==> config.mk <==
export PLATFORM = sky130hd
export DESIGN_NAME = pulse_distance_word_transmitter
export DESIGN_NICKNAME = d
export VERILOG_FILES = /design/src/rtl/core/pdwt_pkg.sv /design/src/rtl/core/pulse_distance_word_transmitter.sv /design/src/rtl/core/pdwt_regs.sv /design/src/rtl/core/pdwt_seq.sv
export SDC_FILE = /design/constraint.sdc
export NUM_CORES = 1
export LEC_CHECK = 0
export ABC_AREA = 1
export ABC_CLOCK_PERIOD_IN_PS = 6100
export BUFFER_PORTS_ARGS = -buffer_cell sky130_fd_sc_hd__clkbuf_2
export CAP_MARGIN = 20
export CELL_PAD_IN_SITES_DETAIL_PLACEMENT = 0
export CELL_PAD_IN_SITES_GLOBAL_PLACEMENT = 2
export CORE_MARGIN = 2
export CORE_UTILIZATION = 35
export CTS_BUF_LIST = sky130_fd_sc_hd__clkbuf_4
export CTS_CLUSTER_SIZE = 24
export DETAILED_ROUTE_END_ITERATION = 10
export MAX_ROUTING_LAYER = met4
export PLACE_DENSITY = 0.84
export SLEW_MARGIN = 20
export SYNTH_ARGS = -nofsm -noshare
export SYNTH_HDL_FRONTEND = slang
export SYNTH_SLANG_ARGS = --single-unit
==> constraint.sdc <==
create_clock -name clk -period 6.1 [get_ports clk]
set_input_delay 1.22 -clock clk [delete_from_list [all_inputs] [get_ports clk]]
set_output_delay 1.22 -clock clk [all_outputs]
set_load 0.03 [all_outputs]
==> src/rtl/core/pdwt_pkg.sv <==
// pdwt_pkg: shared types and constants for the pulse-distance word transmitter.
// No dependencies; used by pdwt_regs, pdwt_seq and the top level.

package pdwt_pkg;

    // Configuration port geometry: six 32-bit registers at byte offsets 4*i
    localparam int ADDR_W = 5;
    localparam int DATA_W = 32;
    localparam int CFG_W  = 16;   // register field width as seen on the bus
    localparam int TICK_W = 17;   // holds gap + one_extra

    // Register indexes
    localparam logic [2:0] REG_SETUP     = 3'd0;
    localparam logic [2:0] REG_START     = 3'd1;
    localparam logic [2:0] REG_GAP       = 3'd2;
    localparam logic [2:0] REG_ONE_EXTRA = 3'd3;
    localparam logic [2:0] REG_TERM      = 3'd4;
    localparam logic [2:0] REG_END       = 3'd5;

    // Reset durations in ticks
    localparam logic [CFG_W-1:0] SETUP_RESET     = 16'd5000;
    localparam logic [CFG_W-1:0] START_RESET     = 16'd5000;
    localparam logic [CFG_W-1:0] GAP_RESET       = 16'd2250;
    localparam logic [CFG_W-1:0] ONE_EXTRA_RESET = 16'd3200;
    localparam logic [CFG_W-1:0] TERM_RESET      = 16'd2250;
    localparam logic [CFG_W-1:0] END_RESET       = 16'd2000;

    localparam int WORD_BITS_DEFAULT  = 16;
    localparam int TIMER_BITS_DEFAULT = 16;

    typedef enum logic [2:0] {
        PH_IDLE  = 3'd0,
        PH_SETUP = 3'd1,
        PH_START = 3'd2,
        PH_LOW   = 3'd3,
        PH_TERM  = 3'd4,
        PH_END   = 3'd5
    } phase_t;

    typedef enum logic [2:0] {
        ST_NONE     = 3'd0,
        ST_ACCEPTED = 3'd1,
        ST_BUSY     = 3'd2,
        ST_SENDING  = 3'd3,
        ST_FINISHED = 3'd4
    } status_t;

    // Timing registers, already masked to the timer width
    typedef struct packed {
        logic [CFG_W-1:0] setup_time;
        logic [CFG_W-1:0] start_time;
        logic [CFG_W-1:0] gap_time;
        logic [CFG_W-1:0] one_extra_time;
        logic [CFG_W-1:0] term_time;
        logic [CFG_W-1:0] end_time;
    } cfg_t;

    // One result item: pin controls after the step, plus status
    typedef struct packed {
        logic    data_enable;
        logic    data_level;
        logic    busy_enable;
        logic    busy_level;
        status_t status;
    } result_t;

endpackage

==> src/rtl/core/pulse_distance_word_transmitter.sv <==
// pulse_distance_word_transmitter: top level of the pulse-distance word transmitter.
// Depends on pdwt_pkg, pdwt_regs and pdwt_seq.
//
// Usage:
//   Input channel (in_valid/in_ready) carries one item per handshake: either a
//   command (func = 0) offering command_word, or a one-microsecond tick
//   (func = 1). busy_sense is the sampled shared busy line. A command is taken
//   only when no frame is running and busy_sense is low.
//   Output channel (out_valid/out_ready) returns exactly one item per input
//   item: the pin controls for data and busy as they stand after that item,
//   plus status (none, accepted, line busy, already sending, finished).
//   The frame is timed purely by tick items. The user must write the timing
//   registers over the APB port only while the block is idle; it is not enforced.
// Latency and throughput:
//   out_valid rises in the cycle after acceptance; one item per clock is sustained
//   while out_ready is high. The result register decouples the two sides, so a new
//   item is accepted in the same cycle an older result is taken. The per-item path
//   is one 17-bit add and compare on the tick counter.
// Reset: frame state idle, output empty, timing registers back to their reset
//   values; the pin and status fields of the result register are not reset.
// Stall: while out_ready is low and a result is held, in_ready drops; no
//   item is lost or dropped.

module pulse_distance_word_transmitter #(
    parameter int WORD_BITS  = pdwt_pkg::WORD_BITS_DEFAULT,
    parameter int TIMER_BITS = pdwt_pkg::TIMER_BITS_DEFAULT
) (
    input  logic                         clk,
    input  logic                         rst_n,
    // input items
    input  logic                         in_valid,
    output logic                         in_ready,
    input  logic                         func,
    input  logic [15:0]                  command_word,
    input  logic                         busy_sense,
    // result items
    output logic                         out_valid,
    input  logic                         out_ready,
    output logic                         data_enable,
    output logic                         data_level,
    output logic                         busy_enable,
    output logic                         busy_level,
    output logic [2:0]                   status,
    // configuration
    input  logic                         psel,
    input  logic                         penable,
    input  logic                         pwrite,
    input  logic [pdwt_pkg::ADDR_W-1:0]  paddr,
    input  logic [pdwt_pkg::DATA_W-1:0]  pwdata,
    output logic [pdwt_pkg::DATA_W-1:0]  prdata,
    output logic                         pready
);

    pdwt_pkg::cfg_t     cfg;
    pdwt_pkg::result_t  step_result;
    pdwt_pkg::result_t  result_reg;
    logic               out_valid_reg;
    logic               step;

    // Output register is free when empty or being drained this cycle
    assign in_ready = !out_valid_reg || out_ready;
    assign step     = in_valid && in_ready;

    pdwt_regs #(
        .TIMER_BITS (TIMER_BITS)
    ) u_regs (
        .clk     (clk),
        .rst_n   (rst_n),
        .psel    (psel),
        .penable (penable),
        .pwrite  (pwrite),
        .paddr   (paddr),
        .pwdata  (pwdata),
        .prdata  (prdata),
        .pready  (pready),
        .cfg     (cfg)
    );

    pdwt_seq #(
        .WORD_BITS (WORD_BITS)
    ) u_seq (
        .clk          (clk),
        .rst_n        (rst_n),
        .step         (step),
        .func         (func),
        .command_word (command_word),
        .busy_sense   (busy_sense),
        .cfg          (cfg),
        .result       (step_result)
    );

    // Result register: control reset, payload loaded on each accepted item
    always_ff @(posedge clk or negedge rst_n)
    begin
        if (!rst_n)
            out_valid_reg <= 1'b0;
        else if (step)
            out_valid_reg <= 1'b1;
        else if (out_ready)
            out_valid_reg <= 1'b0;
    end

    always_ff @(posedge clk)
    begin
        if (step)
            result_reg <= step_result;
    end

    assign out_valid   = out_valid_reg;
    assign data_enable = result_reg.data_enable;
    assign data_level  = result_reg.data_level;
    assign busy_enable = result_reg.busy_enable;
    assign busy_level  = result_reg.busy_level;
    assign status      = result_reg.status;

endmodule

==> src/rtl/core/pdwt_regs.sv <==
// pdwt_regs: APB timing registers of the transmitter.
// Depends on pdwt_pkg (cfg_t, register indexes, reset values).

module pdwt_regs #(
    parameter int TIMER_BITS = pdwt_pkg::TIMER_BITS_DEFAULT
) (
    input  logic                         clk,
    input  logic                         rst_n,
    input  logic                         psel,
    input  logic                         penable,
    input  logic                         pwrite,
    input  logic [pdwt_pkg::ADDR_W-1:0]  paddr,
    input  logic [pdwt_pkg::DATA_W-1:0]  pwdata,
    output logic [pdwt_pkg::DATA_W-1:0]  prdata,
    output logic                         pready,
    output pdwt_pkg::cfg_t               cfg
);

    // Stored width: bus field width, cut down to the timer width
    localparam int REG_W = (TIMER_BITS < pdwt_pkg::CFG_W) ? TIMER_BITS : pdwt_pkg::CFG_W;

    logic [REG_W-1:0] setup_reg;
    logic [REG_W-1:0] start_reg;
    logic [REG_W-1:0] gap_reg;
    logic [REG_W-1:0] one_extra_reg;
    logic [REG_W-1:0] term_reg;
    logic [REG_W-1:0] end_reg;

    logic       wr_en;
    logic [2:0] reg_idx;

    assign pready  = 1'b1;
    assign wr_en   = psel && penable && pwrite;
    assign reg_idx = paddr[pdwt_pkg::ADDR_W-1:2];

    always_ff @(posedge clk or negedge rst_n)
    begin
        if (!rst_n)
        begin
            setup_reg     <= REG_W'(pdwt_pkg::SETUP_RESET);
            start_reg     <= REG_W'(pdwt_pkg::START_RESET);
            gap_reg       <= REG_W'(pdwt_pkg::GAP_RESET);
            one_extra_reg <= REG_W'(pdwt_pkg::ONE_EXTRA_RESET);
            term_reg      <= REG_W'(pdwt_pkg::TERM_RESET);
            end_reg       <= REG_W'(pdwt_pkg::END_RESET);
        end
        else if (wr_en)
        begin
            case (reg_idx)
                pdwt_pkg::REG_SETUP:     setup_reg     <= pwdata[REG_W-1:0];
                pdwt_pkg::REG_START:     start_reg     <= pwdata[REG_W-1:0];
                pdwt_pkg::REG_GAP:       gap_reg       <= pwdata[REG_W-1:0];
                pdwt_pkg::REG_ONE_EXTRA: one_extra_reg <= pwdata[REG_W-1:0];
                pdwt_pkg::REG_TERM:      term_reg      <= pwdata[REG_W-1:0];
                pdwt_pkg::REG_END:       end_reg       <= pwdata[REG_W-1:0];
                default: ;  // unmapped offset, write dropped
            endcase
        end
    end

    always_comb
    begin
        cfg.setup_time     = pdwt_pkg::CFG_W'(setup_reg);
        cfg.start_time     = pdwt_pkg::CFG_W'(start_reg);
        cfg.gap_time       = pdwt_pkg::CFG_W'(gap_reg);
        cfg.one_extra_time = pdwt_pkg::CFG_W'(one_extra_reg);
        cfg.term_time      = pdwt_pkg::CFG_W'(term_reg);
        cfg.end_time       = pdwt_pkg::CFG_W'(end_reg);
    end

    always_comb
    begin
        case (reg_idx)
            pdwt_pkg::REG_SETUP:     prdata = pdwt_pkg::DATA_W'(setup_reg);
            pdwt_pkg::REG_START:     prdata = pdwt_pkg::DATA_W'(start_reg);
            pdwt_pkg::REG_GAP:       prdata = pdwt_pkg::DATA_W'(gap_reg);
            pdwt_pkg::REG_ONE_EXTRA: prdata = pdwt_pkg::DATA_W'(one_extra_reg);
            pdwt_pkg::REG_TERM:      prdata = pdwt_pkg::DATA_W'(term_reg);
            pdwt_pkg::REG_END:       prdata = pdwt_pkg::DATA_W'(end_reg);
            default:                 prdata = '0;
        endcase
    end

endmodule

==> src/rtl/core/pdwt_seq.sv <==
// pdwt_seq: frame sequencer (phase, tick counter, bit counter, shift word).
// Depends on pdwt_pkg (phase_t, status_t, cfg_t, result_t).

module pdwt_seq #(
    parameter int WORD_BITS = pdwt_pkg::WORD_BITS_DEFAULT
) (
    input  logic               clk,
    input  logic               rst_n,
    input  logic               step,         // item accepted this cycle
    input  logic               func,
    input  logic [15:0]        command_word,
    input  logic               busy_sense,
    input  pdwt_pkg::cfg_t     cfg,
    output pdwt_pkg::result_t  result
);

    localparam int BIT_W = $clog2(WORD_BITS + 1);
    localparam int TW    = pdwt_pkg::TICK_W;

    pdwt_pkg::phase_t       phase_reg, phase_next;
    logic [TW-1:0]          tick_reg, tick_next;
    logic [BIT_W-1:0]       bit_reg, bit_next;
    logic [WORD_BITS-1:0]   shift_reg, shift_next;

    logic [TW-1:0] tick_inc;
    logic [TW-1:0] len;
    logic          done;
    logic          last_bit;

    // Current phase length; a zero length behaves as one since tick_inc >= 1
    always_comb
    begin
        case (phase_reg)
            pdwt_pkg::PH_SETUP: len = TW'(cfg.setup_time);
            pdwt_pkg::PH_START: len = TW'(cfg.start_time);
            pdwt_pkg::PH_LOW:   len = TW'(cfg.gap_time)
                                    + (shift_reg[WORD_BITS-1] ? TW'(cfg.one_extra_time) : '0);
            pdwt_pkg::PH_TERM:  len = TW'(cfg.term_time);
            pdwt_pkg::PH_END:   len = TW'(cfg.end_time);
            default:            len = TW'(1);
        endcase
    end

    assign tick_inc = tick_reg + TW'(1);
    assign done     = (tick_inc >= len);
    assign last_bit = (bit_reg == BIT_W'(WORD_BITS - 1));

    // Next state
    always_comb
    begin
        phase_next = phase_reg;
        tick_next  = tick_reg;
        bit_next   = bit_reg;
        shift_next = shift_reg;
        if (step)
        begin
            if (!func)
            begin
                if (phase_reg == pdwt_pkg::PH_IDLE && !busy_sense)
                begin
                    shift_next = WORD_BITS'(command_word);
                    bit_next   = '0;
                    tick_next  = '0;
                    phase_next = pdwt_pkg::PH_SETUP;
                end
            end
            else if (phase_reg != pdwt_pkg::PH_IDLE)
            begin
                if (done)
                begin
                    tick_next = '0;
                    case (phase_reg)
                        pdwt_pkg::PH_SETUP: phase_next = pdwt_pkg::PH_START;
                        pdwt_pkg::PH_START:
                        begin
                            phase_next = pdwt_pkg::PH_LOW;
                            bit_next   = '0;
                        end
                        pdwt_pkg::PH_LOW:   phase_next = pdwt_pkg::PH_TERM;
                        pdwt_pkg::PH_TERM:
                        begin
                            bit_next   = bit_reg + BIT_W'(1);
                            shift_next = shift_reg << 1;
                            phase_next = last_bit ? pdwt_pkg::PH_END : pdwt_pkg::PH_LOW;
                        end
                        pdwt_pkg::PH_END:
                        begin
                            phase_next = pdwt_pkg::PH_IDLE;
                            bit_next   = '0;
                        end
                        default:            phase_next = pdwt_pkg::PH_IDLE;
                    endcase
                end
                else
                begin
                    tick_next = tick_inc;
                end
            end
        end
    end

    // Outputs: status of this step, pins as they stand after it
    always_comb
    begin
        if (!func)
        begin
            if (phase_reg != pdwt_pkg::PH_IDLE)
                result.status = pdwt_pkg::ST_SENDING;
            else if (busy_sense)
                result.status = pdwt_pkg::ST_BUSY;
            else
                result.status = pdwt_pkg::ST_ACCEPTED;
        end
        else if (phase_reg == pdwt_pkg::PH_END && done)
        begin
            result.status = pdwt_pkg::ST_FINISHED;
        end
        else
        begin
            result.status = pdwt_pkg::ST_NONE;
        end

        result.data_enable = 1'b0;
        result.data_level  = 1'b0;
        result.busy_enable = 1'b0;
        result.busy_level  = 1'b0;
        case (phase_next)
            pdwt_pkg::PH_SETUP,
            pdwt_pkg::PH_LOW:
            begin
                result.busy_enable = 1'b1;
                result.busy_level  = 1'b1;
            end
            pdwt_pkg::PH_START,
            pdwt_pkg::PH_TERM:
            begin
                result.data_enable = 1'b1;
                result.data_level  = 1'b1;
                result.busy_enable = 1'b1;
                result.busy_level  = 1'b1;
            end
            pdwt_pkg::PH_END:
            begin
                result.data_enable = 1'b1;
                result.busy_enable = 1'b1;
                result.busy_level  = 1'b1;
            end
            default: ;
        endcase
    end

    always_ff @(posedge clk or negedge rst_n)
    begin
        if (!rst_n)
        begin
            phase_reg <= pdwt_pkg::PH_IDLE;
            tick_reg  <= '0;
            bit_reg   <= '0;
            shift_reg <= '0;
        end
        else
        begin
            phase_reg <= phase_next;
            tick_reg  <= tick_next;
            bit_reg   <= bit_next;
            shift_reg <= shift_next;
        end
    end

    // Idle sequencer keeps its counters cleared
    a_idle_clear: assert property (@(posedge clk) disable iff (!rst_n)
        (phase_reg == pdwt_pkg::PH_IDLE) |-> (tick_reg == '0 && bit_reg == '0))
        else $error("counters not cleared while idle");

    // Bit counter sits at the word length exactly during the end phase
    a_end_count: assert property (@(posedge clk) disable iff (!rst_n)
        (phase_reg == pdwt_pkg::PH_END) |-> (bit_reg == BIT_W'(WORD_BITS)))
        else $error("end phase entered with bits left");

    a_bit_range: assert property (@(posedge clk) disable iff (!rst_n)
        (bit_reg <= BIT_W'(WORD_BITS)))
        else $error("bit counter out of range");

    // A command during a frame must not disturb it
    a_cmd_ignored: assert property (@(posedge clk) disable iff (!rst_n)
        (step && !func && phase_reg != pdwt_pkg::PH_IDLE)
        |=> (phase_reg == $past(phase_reg) && tick_reg == $past(tick_reg)))
        else $error("command disturbed a running frame");

endmodule

==> qor.txt <==
WP data arrival - 5590 ps
Critical path origin - u_seq.shift_reg[15]
Number of global-route vias before repair - 7242
WL met3 - 1320 um
CTS tree - done
# IOs - 104
Final setup viols - 0
Die height - 160 um
Max-slew violation count - 0
Wire length on met1 - 12400 um
Critical path data required time - 6590 ps
Seq pwr share - 39.9%
Mean cell area of the mapped netlist - 7.59 um2
Post_cts resized - 0
RR Endpoint - u_seq.tick_reg[3]
Htree depth - 4
Mapped Area - 0.00857 mm2
Fillers - 2593
Yosys warns - 0
Crit path max fanout - 17
Placer Congestion - 0.860
Lkg Pwr - 4.74 nW
Max-cap violations - 0
DP HPWL - 18000 um
Post-synth EDFFs - 6
Worst setup path endpoint - u_seq.tick_reg[3]
Most frequent cell after synthesis - nand2_1
Total wire length - 25500 um
Layout cells sized above 1 - 13.3%
Cells after synthesis - 1129
Clock net sink count - 144
Post-synth top cells - 302 x nand2_1, 165 x inv_1, 119 x o21ai_0, 109 x dfrtp_1, 65 x nor2_1
Net Sw Power - 1.52 mW
Area grow syn2layout - 10.4%
Library cells used by synthesis - 41
Combinational fraction of design power - 41.3%
DR vias - 7572
Min Tclk post-route - 5100 ps
Via/cell ratio - 4.98
Internal power - 1.90 mW
Post-route DRC - 0
Flop2flop setup slack - 1000 ps
Clock skew - 35.2 ps
Starting Density - 35.4%
Final setup slack of the worst path - 1000 ps
Core Region - 0.0242 mm2
Final Cycle Share - 83.6%
Worst setup slack after placement - 1020 ps
Main synth FF type - dfrtp_1
Synth area leaders - dfrtp_1 32%, nand2_1 13%, dfstp_2 8.9%
Gr ovfl total - 0
Crit path capture type - flop
Top layer in use - met4
Root buf cell - clkbuf_4
Clock transition at path regs - 140 ps
Switch share - 44.4%
Reg2reg start - u_seq.shift_reg[15]
FFs w/ async S/R, synth - 95.8%
#FFs+latches synth - 144
Area of the multi-input gates - 0.00404 mm2
Total GRT Usage - 21.0%
Dpl cells - 1489
Non-filler cells, final - 1522
Initial antenna violation count - 1
Status - completed
Sequential element share of the synthesized area - 42.8%
Setup CP Type - flop to flop
Drt pass-1 iters - 5
I/O Buffers - 68
DIE WIDTH - 160 um
# nets final - 1283
Achievable clock frequency - 196 MHz
Clock Latency Late Sink - 590 ps
Met2 routed WL - 11400 um
CTS Buffer Depth - 2
Area of the die - 0.0258 mm2
Rel. slew slack - 26.1%
Hold Path Class - flop to flop
Top-area cell type share of the netlist area - 31.8%
Worst slew pin tran - 1110 ps
Iteration-0 DRC Markers - 556
Setup bufs post-CTS - 0
DR WL/cell - 16.8 um
Final hold vios - 0
Cts bufs inserted - 17
R2R cell count - 27
RSZ-0062 raised after global routing - false
Largest net degree at the start of global routing - 92
Post-CTS Hold Buffers - 0
Setup_tns - 0 ps
Clock Power Share - 18.8%
Largest register FFs - 17
Power Density - 361 mW/mm2
Reg area - 0.00367 mm2
Row cnt - 57
VDD IR max - 143 uV
CP Launch Type - flop
Final ANT Viol Nets - 0
Area leader, netlist - dfrtp_1
First-pass GRT wire length - 40300 um
-- power groups by stage --
stage	Sequential [mW]	Clock, mW	Combinational (mW)
floorplan	1.34	0	1.01
detailed placement	1.38	0	1.41
global placement	1.38	0	1.41
CTS	1.36	0.658	1.42
finish	1.36	0.641	1.41
global route	1.40	0.700	1.60
-- worst min path at each step --
stage	startpoint	to	slack [ps]	cells after the start
6_report	u_regs.term_reg[1]	u_regs.term_reg[1]	500	2
5_1_grt	u_regs.term_reg[2]	u_regs.term_reg[2]	530	2
4_1_cts	u_regs.term_reg[11]	u_regs.term_reg[11]	500	2
3_5_place_dp	u_seq.shift_reg[0]	u_seq.shift_reg[0]	470	2
3_3_place_gp	u_seq.bit_reg[4]	u_seq.bit_reg[4]	470	2
2_1_floorplan	u_seq.shift_reg[0]	u_seq.shift_reg[0]	440	2
-- per-stage QoR --
step	hold slack [ps]	power (mW)	utilization, %	instance area, um2
finish	502	3.41	39.1	9460
global route	526	3.69	39.1	9460
CTS	502	3.44	39.1	9450
detailed placement	470	2.79	38.0	9180
global placement	466	2.78	38.0	9180
floorplan	442	2.35	-	8630
-- cell families (layout without fill, tap and decap cells) --
family,Yosys count,count (layout),share of synthesized area [%]
buf+inv,227,280,11.0
flops,144,144,42.8
other cells,2,18,0.0876
simple gates,426,426,20.1
xor+xnor,18,18,1.84
fa+ha+maj,37,37,5.49
compound gates,275,275,18.7
-- cell type report --
class	instances	area share, %
multi-input cells	773	42.7
flip-flops and latches	144	38.8
inverters	169	6.71
repair buffers	79	4.54
well taps	324	4.29
clock inverters	15	1.57
clock buffers	17	1.35
diodes	1	0.0265
-- layout by cell type, fill, tap and decap left out, types with 11 or more instances in the layout --
| master | n |
|---|---|
| nor2_1 | 64 |
| a21oi_1 | 50 |
| conb_1 | 17 |
| dfrtp_1 | 109 |
| clkbuf_4 | 17 |
| a31oi_1 | 17 |
| xor2_1 | 17 |
| o21ai_0 | 119 |
| buf_4 | 11 |
| ha_1 | 36 |
| o211ai_1 | 13 |
| inv_1 | 165 |
| a22oi_1 | 14 |
| dfstp_2 | 29 |
| o22ai_1 | 37 |
| nand2_1 | 301 |
| nand3_1 | 36 |
| clkbuf_2 | 67 |
-- layer usage --
layer  global-route usage [%]  vias to the layer above
li1                         -                     3787
met1                     29.3                     3582
met2                     31.7                      181
met3                     3.54                       22
met4                     5.57                        0
met5                        -                        -
-- critical path: stages (launching register included) --
cell,delay [ps]
dfrtp_1,850
nand2_1,120
inv_1,80
ha_1,170
inv_1,60
fa_1,400
o21ai_0,460
nand4_1,140
nand3_1,170
a21oi_1,100
or2_2,290
nand2_1,60
nand2_1,40
nand2_1,100
nand2_1,70
ha_1,300
nand2_1,90
inv_1,40
nand2_1,50
nand2_1,60
o21bai_1,150
nor2_1,200
nand3_1,210
inv_1,100
nand2_1,230
inv_2,300
nand2_1,70
o21ai_0,80
No activity file was read; power rests on OpenSTA's default activity.
